**config.mk**
```make
export PLATFORM = sky130hd
export DESIGN_NAME = threefry_random_bits_gen
export DESIGN_NICKNAME = d
export VERILOG_FILES = /design/src/rtl/trf_pkg.sv /design/src/rtl/trf_prep.sv /design/src/rtl/trf_round_cell.sv /design/src/rtl/threefry_random_bits_gen.sv
export VERILOG_INCLUDE_DIRS = /design/src /design/src/rtl
export SDC_FILE = /design/constraint.sdc
export NUM_CORES = 2
export LEC_CHECK = 0
export BUFFER_PORTS_ARGS = -buffer_cell sky130_fd_sc_hd__buf_2
export CELL_PAD_IN_SITES_DETAIL_PLACEMENT = 1
export CELL_PAD_IN_SITES_GLOBAL_PLACEMENT = 2
export CORE_ASPECT_RATIO = 0.5
export CORE_MARGIN = 3
export CORE_UTILIZATION = 47
export DETAILED_ROUTE_END_ITERATION = 10
export PLACE_DENSITY = 0.9
export SYNTH_ARGS = -nofsm -noshare
export SYNTH_HDL_FRONTEND = slang
export SYNTH_SLANG_ARGS = --single-unit
export TNS_END_PERCENT = 5
```
**constraint.sdc**
```tcl
create_clock -name clock -period 22.5 [get_ports clock]
set_input_delay 5.625 -clock clock [delete_from_list [all_inputs] [get_ports clock]]
set_output_delay 5.625 -clock clock [all_outputs]
set_load 0.1 [all_outputs]
```
**src/rtl/threefry_random_bits_gen_assert.svh**
```systemverilog
// Assertion macros for the Threefry random bits generator.
// Needs a clock named clock and a reset named reset in the including module.
`ifndef THREEFRY_RANDOM_BITS_GEN_ASSERT_SVH
`define THREEFRY_RANDOM_BITS_GEN_ASSERT_SVH

// Same-cycle implication, checked out of reset.
`define TRF_ASSERT_NOW(label, ante, cons, msg) \
   label: assert property (@(posedge clock) disable iff (reset) (ante) |-> (cons)) \
      else $error(msg);

// Next-cycle implication, checked out of reset.
`define TRF_ASSERT_NEXT(label, ante, cons, msg) \
   label: assert property (@(posedge clock) disable iff (reset) (ante) |=> (cons)) \
      else $error(msg);

`endif

```
**src/rtl/trf_pkg.sv**
```systemverilog
// Shared constants, the word type passed along the round chain, and the
// Threefry-2x32 helper functions. No dependencies.
package trf_pkg;

   localparam int MAX_WORDS_PER_KEY = 16384;
   localparam int MAX_BYTES_PER_KEY = 4 * MAX_WORDS_PER_KEY;

   localparam int BPK_W    = 17;
   localparam int WORDS_W  = $clog2(MAX_WORDS_PER_KEY + 1);
   localparam int INDEX_W  = 13;
   localparam int OFFSET_W = 16;
   localparam int COUNT_W  = 3;

   localparam int NUM_ROUNDS       = 20;
   localparam int ROUNDS_PER_GROUP = 4;
   localparam int ROUND_W          = $clog2(NUM_ROUNDS);
   localparam int GROUP_W          = $clog2(NUM_ROUNDS / ROUNDS_PER_GROUP);

   localparam logic [31:0]    TF_PARITY     = 32'h1BD1_1BDA;
   localparam logic [COUNT_W-1:0] FULL_WORD = 3'd4;

   localparam logic [4:0] ROT_TABLE [8] = '{
      5'd13, 5'd15, 5'd26, 5'd6, 5'd17, 5'd29, 5'd16, 5'd24
   };

   // Key schedule word selectors.
   localparam logic [1:0] KS_LO     = 2'd0;
   localparam logic [1:0] KS_HI     = 2'd1;
   localparam logic [1:0] KS_PARITY = 2'd2;

   typedef struct packed {
      logic [31:0]         x0;
      logic [31:0]         x1;
      logic [31:0]         k0;
      logic [31:0]         k1;
      logic [OFFSET_W-1:0] offset_a;
      logic [COUNT_W-1:0]  bytes_a;
      logic                zero_a;
      logic [OFFSET_W-1:0] offset_b;
      logic [COUNT_W-1:0]  bytes_b;
      logic                zero_b;
   } trf_item_type;

   function automatic logic [31:0] rotl32(input logic [31:0] v, input logic [4:0] amt);
      logic [5:0] amt6;
      amt6 = {1'b0, amt};
      return (v << amt6) | (v >> (6'd32 - amt6));
   endfunction

   function automatic logic [4:0] rot_amount(input logic [ROUND_W-1:0] round_idx);
      return ROT_TABLE[round_idx[2:0]];
   endfunction

   // Key schedule word added to x0 after group g; x1 takes the following one.
   function automatic logic [1:0] ks_sel_x0(input logic [GROUP_W-1:0] group_idx);
      logic [1:0] sel;
      case (group_idx)
         3'd0:    sel = KS_HI;
         3'd1:    sel = KS_PARITY;
         3'd2:    sel = KS_LO;
         3'd3:    sel = KS_HI;
         3'd4:    sel = KS_PARITY;
         default: sel = KS_LO;
      endcase
      return sel;
   endfunction

   function automatic logic [1:0] ks_next(input logic [1:0] sel);
      logic [1:0] nxt;
      case (sel)
         KS_LO:   nxt = KS_HI;
         KS_HI:   nxt = KS_PARITY;
         default: nxt = KS_LO;
      endcase
      return nxt;
   endfunction

   function automatic logic [31:0] ks_word(input logic [1:0] sel,
                                           input logic [31:0] k0,
                                           input logic [31:0] k1);
      logic [31:0] w;
      case (sel)
         KS_LO:   w = k0;
         KS_HI:   w = k1;
         default: w = k0 ^ k1 ^ TF_PARITY;
      endcase
      return w;
   endfunction

   function automatic logic [COUNT_W-1:0] word_bytes(input logic [WORDS_W-1:0] idx,
                                                     input logic [WORDS_W-1:0] words,
                                                     input logic [1:0] tail);
      logic [COUNT_W-1:0] n;
      if (idx >= words) begin
         n = '0;
      end else if ((idx == words - WORDS_W'(1)) && (tail != 2'd0)) begin
         n = COUNT_W'(tail);
      end else begin
         n = FULL_WORD;
      end
      return n;
   endfunction

endpackage

```
**src/rtl/trf_prep.sv**
```systemverilog
// Front stage: holds the byte count per key, derives the word layout, forms
// the counter pair and applies the first key injection. Depends on trf_pkg.
module trf_prep
   import trf_pkg::*;
(
   input  logic                clock,
   input  logic                reset,
   input  logic                csr_write_en,
   input  logic [BPK_W-1:0]    csr_write_data,
   input  logic                req_valid,
   output logic                req_stall,
   input  logic [31:0]         req_key_lo,
   input  logic [31:0]         req_key_hi,
   input  logic [INDEX_W-1:0]  req_pair_index,
   output logic                down_valid,
   output trf_item_type        down_item,
   input  logic                down_ready
);

   logic [BPK_W-1:0]   bpk_ff, bpk_in;
   logic               valid_ff, valid_in;
   trf_item_type       item_ff, item_in;
   logic               up_ready;

   logic [BPK_W-1:0]   bpk_sat;
   logic [BPK_W:0]     bpk_round;
   logic [WORDS_W-1:0] words;
   logic [WORDS_W:0]   words_round;
   logic [WORDS_W-1:0] half;
   logic [WORDS_W-1:0] y;
   logic [WORDS_W:0]   idx_b_wide;
   logic [WORDS_W-1:0] idx_b;
   logic               in_range;
   logic               drop;
   logic [31:0]        c1;
   logic [OFFSET_W+1:0] offset_b_wide;

   assign bpk_in = csr_write_en ? csr_write_data : bpk_ff;

   always_comb begin
      bpk_sat = (bpk_ff > BPK_W'(MAX_BYTES_PER_KEY)) ? BPK_W'(MAX_BYTES_PER_KEY) : bpk_ff;
      bpk_round   = {1'b0, bpk_sat} + (BPK_W+1)'(3);
      words       = bpk_round[WORDS_W+1:2];
      words_round = {1'b0, words} + (WORDS_W+1)'(1);
      half        = words_round[WORDS_W:1];
      y           = WORDS_W'(req_pair_index);
      in_range    = y < half;
      drop        = words[0] && (y == half - WORDS_W'(1));
      idx_b_wide  = {1'b0, y} + {1'b0, half};
      idx_b       = idx_b_wide[WORDS_W-1:0];
      c1          = drop ? 32'd0 : 32'(idx_b);
      offset_b_wide = {idx_b_wide, 2'b00};

      item_in.x0 = 32'(req_pair_index) + req_key_lo;
      item_in.x1 = c1 + req_key_hi;
      item_in.k0 = req_key_lo;
      item_in.k1 = req_key_hi;
      item_in.zero_a   = !in_range;
      item_in.zero_b   = !in_range || drop;
      item_in.offset_a = in_range ? OFFSET_W'({req_pair_index, 2'b00}) : '0;
      item_in.bytes_a  = in_range ? word_bytes(y, words, bpk_sat[1:0]) : '0;
      item_in.offset_b = item_in.zero_b ? '0 : offset_b_wide[OFFSET_W-1:0];
      item_in.bytes_b  = item_in.zero_b ? '0 : word_bytes(idx_b, words, bpk_sat[1:0]);
   end

   assign up_ready  = !valid_ff || down_ready;
   assign req_stall = !up_ready;
   assign valid_in  = up_ready ? req_valid : valid_ff;

   always_ff @(posedge clock) begin
      if (reset) begin
         bpk_ff   <= BPK_W'(4);
         valid_ff <= 1'b0;
      end else begin
         bpk_ff   <= bpk_in;
         valid_ff <= valid_in;
      end
   end

   always_ff @(posedge clock) begin
      if (up_ready && req_valid) begin
         item_ff <= item_in;
      end
   end

   assign down_valid = valid_ff;
   assign down_item  = item_ff;

endmodule

```
**src/rtl/trf_round_cell.sv**
```systemverilog
// One Threefry-2x32 round with the key injection that closes every group
// of four rounds; one link of the round chain. Depends on trf_pkg.
module trf_round_cell
   import trf_pkg::*;
(
   input  logic               clock,
   input  logic               reset,
   input  logic [ROUND_W-1:0] round_idx,
   input  logic               up_valid,
   input  trf_item_type       up_item,
   output logic               up_ready,
   output logic               down_valid,
   output trf_item_type       down_item,
   input  logic               down_ready
);

   logic         valid_ff, valid_in;
   trf_item_type item_ff, item_in;

   logic [31:0]        mix0;
   logic [31:0]        mix1;
   logic               inject;
   logic [GROUP_W-1:0] group_idx;
   logic [1:0]         sel0;

   always_comb begin
      mix0      = up_item.x0 + up_item.x1;
      mix1      = rotl32(up_item.x1, rot_amount(round_idx)) ^ mix0;
      inject    = (round_idx[1:0] == 2'b11);
      group_idx = GROUP_W'(round_idx >> 2);
      sel0      = ks_sel_x0(group_idx);
      item_in   = up_item;
      if (inject) begin
         item_in.x0 = mix0 + ks_word(sel0, up_item.k0, up_item.k1);
         item_in.x1 = mix1 + ks_word(ks_next(sel0), up_item.k0, up_item.k1)
                      + 32'(group_idx) + 32'd1;
      end else begin
         item_in.x0 = mix0;
         item_in.x1 = mix1;
      end
   end

   // A cell takes a new word when empty or when its own word moves on.
   assign up_ready = !valid_ff || down_ready;
   assign valid_in = up_ready ? up_valid : valid_ff;

   always_ff @(posedge clock) begin
      if (reset) begin
         valid_ff <= 1'b0;
      end else begin
         valid_ff <= valid_in;
      end
   end

   always_ff @(posedge clock) begin
      if (up_ready && up_valid) begin
         item_ff <= item_in;
      end
   end

   assign down_valid = valid_ff;
   assign down_item  = item_ff;

endmodule

```
**src/rtl/threefry_random_bits_gen.sv**
```systemverilog
// Top level of the Threefry-2x32-20 counter-mode random bits generator:
// front stage followed by a chain of twenty round cells. Depends on trf_pkg,
// trf_prep, trf_round_cell and threefry_random_bits_gen_assert.svh.
//
//   Port group | Direction | Content
//   req_*      | in        | key_lo, key_hi, pair_index (valid / stall)
//   rsp_*      | out       | word_a/b, offset_a/b, bytes_a/b (valid / stall)
//   csr_*      | in        | byte count per key write, no read-back
//
// One word is taken per cycle while req_stall is low. Each word passes the
// front stage and then one round cell per round, the four-round key
// injection sharing the cell of the last round of its group.
// Reset empties every stage and sets the byte count per key to 4.
// A stall on rsp_stall holds the last cell; cells further back keep filling
// until they meet an occupied neighbour, so empty slots are squeezed out.
`include "threefry_random_bits_gen_assert.svh"

module threefry_random_bits_gen
   import trf_pkg::*;
(
   input  logic                clock,
   input  logic                reset,
   input  logic                csr_write_en,
   input  logic [BPK_W-1:0]    csr_write_data,
   input  logic                req_valid,
   output logic                req_stall,
   input  logic [31:0]         req_key_lo,
   input  logic [31:0]         req_key_hi,
   input  logic [INDEX_W-1:0]  req_pair_index,
   output logic                rsp_valid,
   input  logic                rsp_stall,
   output logic [31:0]         rsp_word_a,
   output logic [OFFSET_W-1:0] rsp_offset_a,
   output logic [COUNT_W-1:0]  rsp_bytes_a,
   output logic [31:0]         rsp_word_b,
   output logic [OFFSET_W-1:0] rsp_offset_b,
   output logic [COUNT_W-1:0]  rsp_bytes_b
);

   logic         chain_valid [NUM_ROUNDS+1];
   logic         chain_ready [NUM_ROUNDS+1];
   trf_item_type chain_item  [NUM_ROUNDS+1];
   trf_item_type last_item;

   trf_prep u_prep (
      .clock          (clock),
      .reset          (reset),
      .csr_write_en   (csr_write_en),
      .csr_write_data (csr_write_data),
      .req_valid      (req_valid),
      .req_stall      (req_stall),
      .req_key_lo     (req_key_lo),
      .req_key_hi     (req_key_hi),
      .req_pair_index (req_pair_index),
      .down_valid     (chain_valid[0]),
      .down_item      (chain_item[0]),
      .down_ready     (chain_ready[0])
   );

   for (genvar i = 0; i < NUM_ROUNDS; i++) begin : g_round
      trf_round_cell u_cell (
         .clock      (clock),
         .reset      (reset),
         .round_idx  (ROUND_W'(i)),
         .up_valid   (chain_valid[i]),
         .up_item    (chain_item[i]),
         .up_ready   (chain_ready[i]),
         .down_valid (chain_valid[i+1]),
         .down_item  (chain_item[i+1]),
         .down_ready (chain_ready[i+1])
      );
   end

   assign chain_ready[NUM_ROUNDS] = !rsp_stall;
   assign last_item = chain_item[NUM_ROUNDS];

   assign rsp_valid    = chain_valid[NUM_ROUNDS];
   assign rsp_word_a   = last_item.zero_a ? 32'd0 : last_item.x0;
   assign rsp_offset_a = last_item.offset_a;
   assign rsp_bytes_a  = last_item.bytes_a;
   assign rsp_word_b   = last_item.zero_b ? 32'd0 : last_item.x1;
   assign rsp_offset_b = last_item.offset_b;
   assign rsp_bytes_b  = last_item.bytes_b;

   // An empty first word means the pair lay outside the key's output.
   `TRF_ASSERT_NOW(a_empty_pair_zero, rsp_valid && (rsp_bytes_a == '0),
      (rsp_word_a == '0) && (rsp_offset_a == '0) && (rsp_bytes_b == '0),
      "out of range pair carries data")
   `TRF_ASSERT_NOW(a_dropped_b_zero, rsp_valid && (rsp_bytes_b == '0),
      (rsp_word_b == '0) && (rsp_offset_b == '0), "dropped second word carries data")
   // With both words present the first can never be the tail word.
   `TRF_ASSERT_NOW(a_pair_layout, rsp_valid && (rsp_bytes_b != '0),
      (rsp_bytes_a == FULL_WORD) && (rsp_offset_b > rsp_offset_a),
      "word pair layout inconsistent")
   `TRF_ASSERT_NEXT(a_accept_fills_front, req_valid && !req_stall, chain_valid[0],
      "accepted word lost at the front stage")

endmodule
```
## Word-level counts from Yosys, hierarchy flattened

Index checks and enable logic that the tools add are counted.

- Input port bits: 99
- Output and inout port bits: 104
- Register bits after elaboration: 3502
- Word-level logic and storage cells: 419

- Equal/unequal tests: 3
- Order comparisons: 4
- Add/sub/neg operators: 46
- Reduce and logical (&&, ||, !) cells: 75
- Multiplexer cells: 6
- Bitwise gates (word level): 51

Operators with widths:

| cell | number |
|---|---|
| $add 32x32->32 | 31 |
| $xor 32x32->32 | 24 |
| $add 32x1->32 const B | 6 |
| $or 32x13->32 | 3 |
| $or 32x15->32 | 3 |
| $or 32x26->32 | 3 |
| $or 32x6->32 | 3 |
| $not 17->17 | 4 |
| $add 32x2->32 const B | 2 |
| $mux 32 | 2 |
| $or 32x16->32 | 2 |
| $or 32x17->32 | 2 |
| $or 32x24->32 | 2 |
| $or 32x29->32 | 2 |
| $add 13x32->32 | 1 |
| $add 32x3->32 const B | 1 |
| $eq 13x15->1 | 2 |
| $sub 15x1->15 const B | 2 |
| $logic_and 1x1->1 | 24 |
| $logic_not 1->1 | 24 |
| $logic_or 1x1->1 | 22 |
| $add 17x2->17 const B | 1 |
| $gt 17x17->1 const B | 1 |
| $mux 17 | 1 |
| other kinds (12) | 17 |

## Depth between registers and ports, before layout

- Depth after elaboration: 23
- Gate-level depth with buffers: 35
- Depth with buffers taken out: 32

## Modules after synthesis

A second synthesis with hierarchy kept.

- Cells, all modules: 33750
- Area, all modules: 312053.0 um^2

By module, submodules not included:

| module | cells an instance | seq. area each (um^2) | area an instance (um^2) | times used |
|---|---|---|---|---|
| trf_round_cell at g_round[16].u_cell ... | 1607 | 5064.9 | 14914.3 | 10 |
| trf_round_cell at g_round[12].u_cell ... | 1626 | 5064.9 | 14919.3 | 3 |
| trf_round_cell at g_round[10].u_cell ... | 1670 | 5064.9 | 15258.4 | 2 |
| trf_round_cell at g_round[8].u_cell | 1704 | 5064.9 | 15302.2 | 1 |
| trf_round_cell at g_round[9].u_cell | 1685 | 5064.9 | 15280.9 | 1 |
| trf_round_cell at g_round[7].u_cell | 1680 | 5064.9 | 15142.0 | 1 |
| trf_round_cell at g_round[15].u_cell | 1615 | 5064.9 | 14990.6 | 1 |
| trf_round_cell at g_round[0].u_cell | 1613 | 5064.9 | 14864.3 | 1 |
| trf_prep | 1092 | 5255.0 | 11613.6 | 1 |
| threefry_random_bits_gen | 73 | 0.0 | 441.7 | 1 |

## Worst setup path after synthesis

No wires, ideal clock.

- Path kind: input -> register
- Start: input port rsp_stall
- End: register g_round[2].u_cell.item_ff (netlist bit g_round[2].u_cell.down_item[0]), enable pin
- Slack: 3.535 ns
- Cell stages on the path: 8
- Required time: 21.565 ns
- Data arrival time: 18.030 ns
- Path through: nand2_1 -> nor2_1 -> and2_1 -> inv_1 -> nor4_1 -> nand3_1 -> nor2_1 -> a21boi_0

- Longest elaborated chain between the ends: 20

Ends and longest elaborated chain:

| item | RTL line | source |
|---|---|---|
| start: declaration | threefry_random_bits_gen.sv:31 | `input logic rsp_stall,` |
| $logic_not 1->1 | threefry_random_bits_gen.sv:74 | `assign chain_ready[NUM_ROUNDS] = !rsp_stall;` |
| $logic_or 1x1->1 (18 in series) | trf_round_cell.sv:44 | `assign up_ready = !valid_ff \|\| down_ready;` |
| $logic_and 1x1->1 | trf_round_cell.sv:56 | `if (up_ready && up_valid) begin` |
| end signal: assignment | trf_round_cell.sv:57 | `item_ff <= item_in;` |
| end: declaration | trf_round_cell.sv:18 | `trf_item_type item_ff, item_in;` |

Every way passes these cells.
A chain may end at the register's enable or synchronous reset.

## Final worst setup path

- Start: input port rsp_stall
- End: output port req_stall

- Longest elaborated chain between the ends: 23

Ends and longest elaborated chain:

| item | RTL line | source |
|---|---|---|
| $logic_not 1->1 | threefry_random_bits_gen.sv:74 |  |
| $logic_or 1x1->1 (20 in series) | trf_round_cell.sv:44 |  |
| $logic_or 1x1->1 | trf_prep.sv:66 | `assign up_ready = !valid_ff \|\| down_ready;` |
| $logic_not 1->1 | trf_prep.sv:67 | `assign req_stall = !up_ready;` |
| end: declaration | threefry_random_bits_gen.sv:26 | `output logic req_stall,` |

Every way passes these cells.

==> key figures <==
Floorplan
  – Die Y: 416.4 um
  – Die area: 0.3443 sq mm
  – I/O pin cnt: 203
  – FP Rows: 149
  – Die Wd: 826.9 um
  – Initial core utilization: 0.4761
  – Core footprint: 0.3326 sq mm

Critical path
  – Crit path DAT: 9.50 ns
  – CP Data Required Time: 16.88 ns
  – Setup crit end kind: primary output
  – Critical path's slowest cell: nor4_2
  – Crit path launch type: input port
  – Slowest stage delay, CP: 0.86 ns
  – Critical Path, Cell by Cell: buf_2, nand2_1, nor2_1, and2_1, inv_1, nor4_2, nand3_1, nor2_1, and4_1, nand2_1, inv_1, buf_2
  – Crit-path max FO: 6
  – Critical path class: input port to primary output

Placed design
  – Post-DP Area: 0.1651 sq mm
  – DP Worst Slack: 7.477 ns
  – Port Buffers: 197
  – RePlAce Congestion: 0.9244
  – Detailed placement HPWL: 331300 um

Logic synthesis
  – Top cells by area, synth: edfxtp_1, ha_1, xor2_1
  – Register area share after synthesis: 0.6418
  – Post-synth top area share: 0.6370
  – Mapped Cells: 10940
  – Post-synth cell types: 96
  – Yosys Warn Count: 0
  – Post-synthesis register bit count: 3397
  – Post-synth EDFFs: 3359
  – Leading register cell type out of synthesis: edfxtp_1
  – Mapped Avg Cell Area: 14.47 sq um
  – Ys async rst share: 0
  – Dominant cell type by area after synthesis: edfxtp_1
  – Post-Synthesis Cell Area: 0.1583 sq mm

Run
  – Maximum Capacitance Violations: 0

Power and ir drop
  – LEAKAGE: 63.83 nW
  – Power density cells: 78.95 mW/mm^2
  – Max VDD drop: 0.06956 mV
  – Final Power: 13.81 mW

STA
  – Fmax: 66.09 MHz
  – RSZ-0062 raised after global routing: false
  – Slew Limit Headroom: 0.1584
  – Final setup fails: 0
  – Hold Fails Final Rpt: 0
  – Post-layout minimum cycle time: 15.13 ns
  – Slew Viols, Final: 0
  – Clock Skews: 0.05097 ns
  – Period utilization: 0.6724
  – Fin Setup TNS: 0 ns
  – Slew @ Worst Pin: 1.253 ns
  – Worst setup margin: 7.370 ns

Run status
  – Status: complete, no violations

Route
  – Number of routed nets with antenna violations: 0
  – Drt drc: 0
  – DRT Wirelength: 431100 um
  – DR WL/cell: 26.73 um
  – Routed vias/inst: 5.670
  – Drt first pass iters: 6
  – Via count: 91450
  – DR iter-0 viols: 7578

Layout
  – Nets@finish: 12700
  – Layout cells sized above 1: 0.06808
  – Final core occ: 0.5261
  – Fillcell total: 32370
  – Layout Cell Area excl Fill: 0.1750 sq mm
  – Area Growth Syn to Fin: 10.50%

Global route
  – GRT Resource Usage Total: 0.2455
  – Largest net degree at the start of global routing: 164
  – Vias in the first global route: 96260
  – First-pass GRT wire length: 629600 um
  – Total congestion overflow: 0
  – Initial antenna violation count: 19

Clock network
  – Postcts setup bufs: 0
  – Clk sink count: 3397
  – Clock transition at path regs: 0.06 ns
  – Root buf cell: clkbuf_16
  – CTS tree: yes
  – H-tree depth: 5
  – # resized after CTS: 0
  – Worst-skew pair later-pin latency: 0.94 ns
  – Max clock buf depth: 4
  – Hold Buf Count CTS: 0
  – CTS buffer count: 308

Hold path
  – Hold WC Path Type: register to register
cell type report:
cell class | instances | area (sq um) | share of cell area
Multi-Input combinational cell | 7151 | 55240 | 0.3157
Tap cell | 4454 | 5573 | 0.03185
Timing Repair Buffer | 253 | 1444 | 0.008252
Sequential cell | 3397 | 101600 | 0.5808
Antenna cell | 12 | 30.03 | 0.0001716
Inverter | 313 | 1175 | 0.006715
Clock buffer | 376 | 8133 | 0.04648
Clock inverter | 173 | 1747 | 0.009983
cells in the mapped netlist, types with 32 or more instances:
cell type,count
nand2_1,361
or3_1,45
nand2b_1,129
and2_1,43
o21a_1,137
a31oi_1,66
nand4_1,74
xor2_1,893
and3_1,83
o21ai_0,317
or2_2,36
a21boi_0,36
xnor2_1,861
o21bai_1,126
nand3_1,177
nor2b_1,189
dfxtp_1,38
a21oi_1,686
edfxtp_1,3359
o211ai_1,38
buf_4,39
fa_1,33
a21o_1,352
nor2_1,596
ha_1,1142
a211oi_1,59
nor3_1,148
nor4_1,32
inv_1,312
worst max-delay path: cells and delay by family:
family | cells | cell delay [ns]
buffers and inverters | 4 | 0.78
and+or+nand+nor | 8 | 3.05
registers in the layout, summed over array words and instances (netlist names):
name,count
u_prep.bpk_ff,17
g_round.u_cell.down_valid,20
u_prep.down_item,163
u_prep.down_valid,1
g_round.u_cell.down_item,3196
placed cells by master (no fill, tap or decap), types with 126 or more instances in the layout:
cell type,Yosys,final
o21ai_0,317,317
nor2_1,596,595
nor2b_1,189,180
nand2b_1,129,129
inv_1,312,312
nand3_1,177,177
clkbuf_16,0,316
nor3_1,148,148
o21a_1,137,137
buf_2,12,197
edfxtp_1,3359,3359
xnor2_1,861,861
ha_1,1142,1142
o21bai_1,126,126
a21o_1,352,352
a21oi_1,686,684
nand2_1,361,361
xor2_1,893,893
power breakdown:
| part | switching [mW] | internal (mW) |
|---|---|---|
| logic | 0.775 | 0.481 |
| registers | 0.110 | 7.10 |
| clock network | 2.43 | 2.92 |
| total | 3.32 | 10.5 |
path summary, 6_finish.rpt:
path	from	end	slack, ns	cells past startpoint
worst min-delay path	g_round[1].u_cell.down_item[28]	g_round[2].u_cell.down_item[28]	0.38	0
worst max register to register	u_prep.bpk_ff[16]	u_prep.down_item[135]	13.43	32
worst min register to register	g_round[1].u_cell.down_item[28]	g_round[2].u_cell.down_item[28]	0.38	0
worst max-delay path	rsp_stall	req_stall	7.37	12
routing by layer:
metal | routed length, um | part of all wire | vias to the layer above | GRT usage
met4 | 23560 | 0.055 | 2 | 0.1129
met5 | 19 | 0.000044 | - | 0
met1 | 172700 | 0.40 | 45930 | 0.2982
li1 | - | - | 42280 | -
met3 | 19010 | 0.044 | 847 | 0.03279
met2 | 215900 | 0.50 | 2389 | 0.4354
stage by stage:
stage / hold WS, ns / cells
2_1_floorplan: 0.4003 / 10950
3_3_place_gp: 0.4006 / 15570
3_5_place_dp: 0.4052 / 15570
4_1_cts: 0.3649 / 16120
5_1_grt: 0.3819 / 16120
6_report: 0.3819 / 16130
cell families (layout without fill, tap and decap cells):
| group | after synthesis | count (layout) | synth area share |
|---|---|---|---|
| DFF | 3397 | 3397 | 0.6418 |
| other | 1 | 17 | 0.00002368 |
| xor gates and xnor gates | 1762 | 1762 | 0.09815 |
| and+or+nand+nor | 1995 | 1995 | 0.06242 |
| adders and majority gates | 1175 | 1175 | 0.09441 |
| buffers and inverters | 400 | 1115 | 0.01060 |
| muxes | 22 | 22 | 0.001414 |
| AOI/OAI and AO/OA | 2192 | 2192 | 0.09118 |
Note: power is estimated with default switching activity, not from simulation.
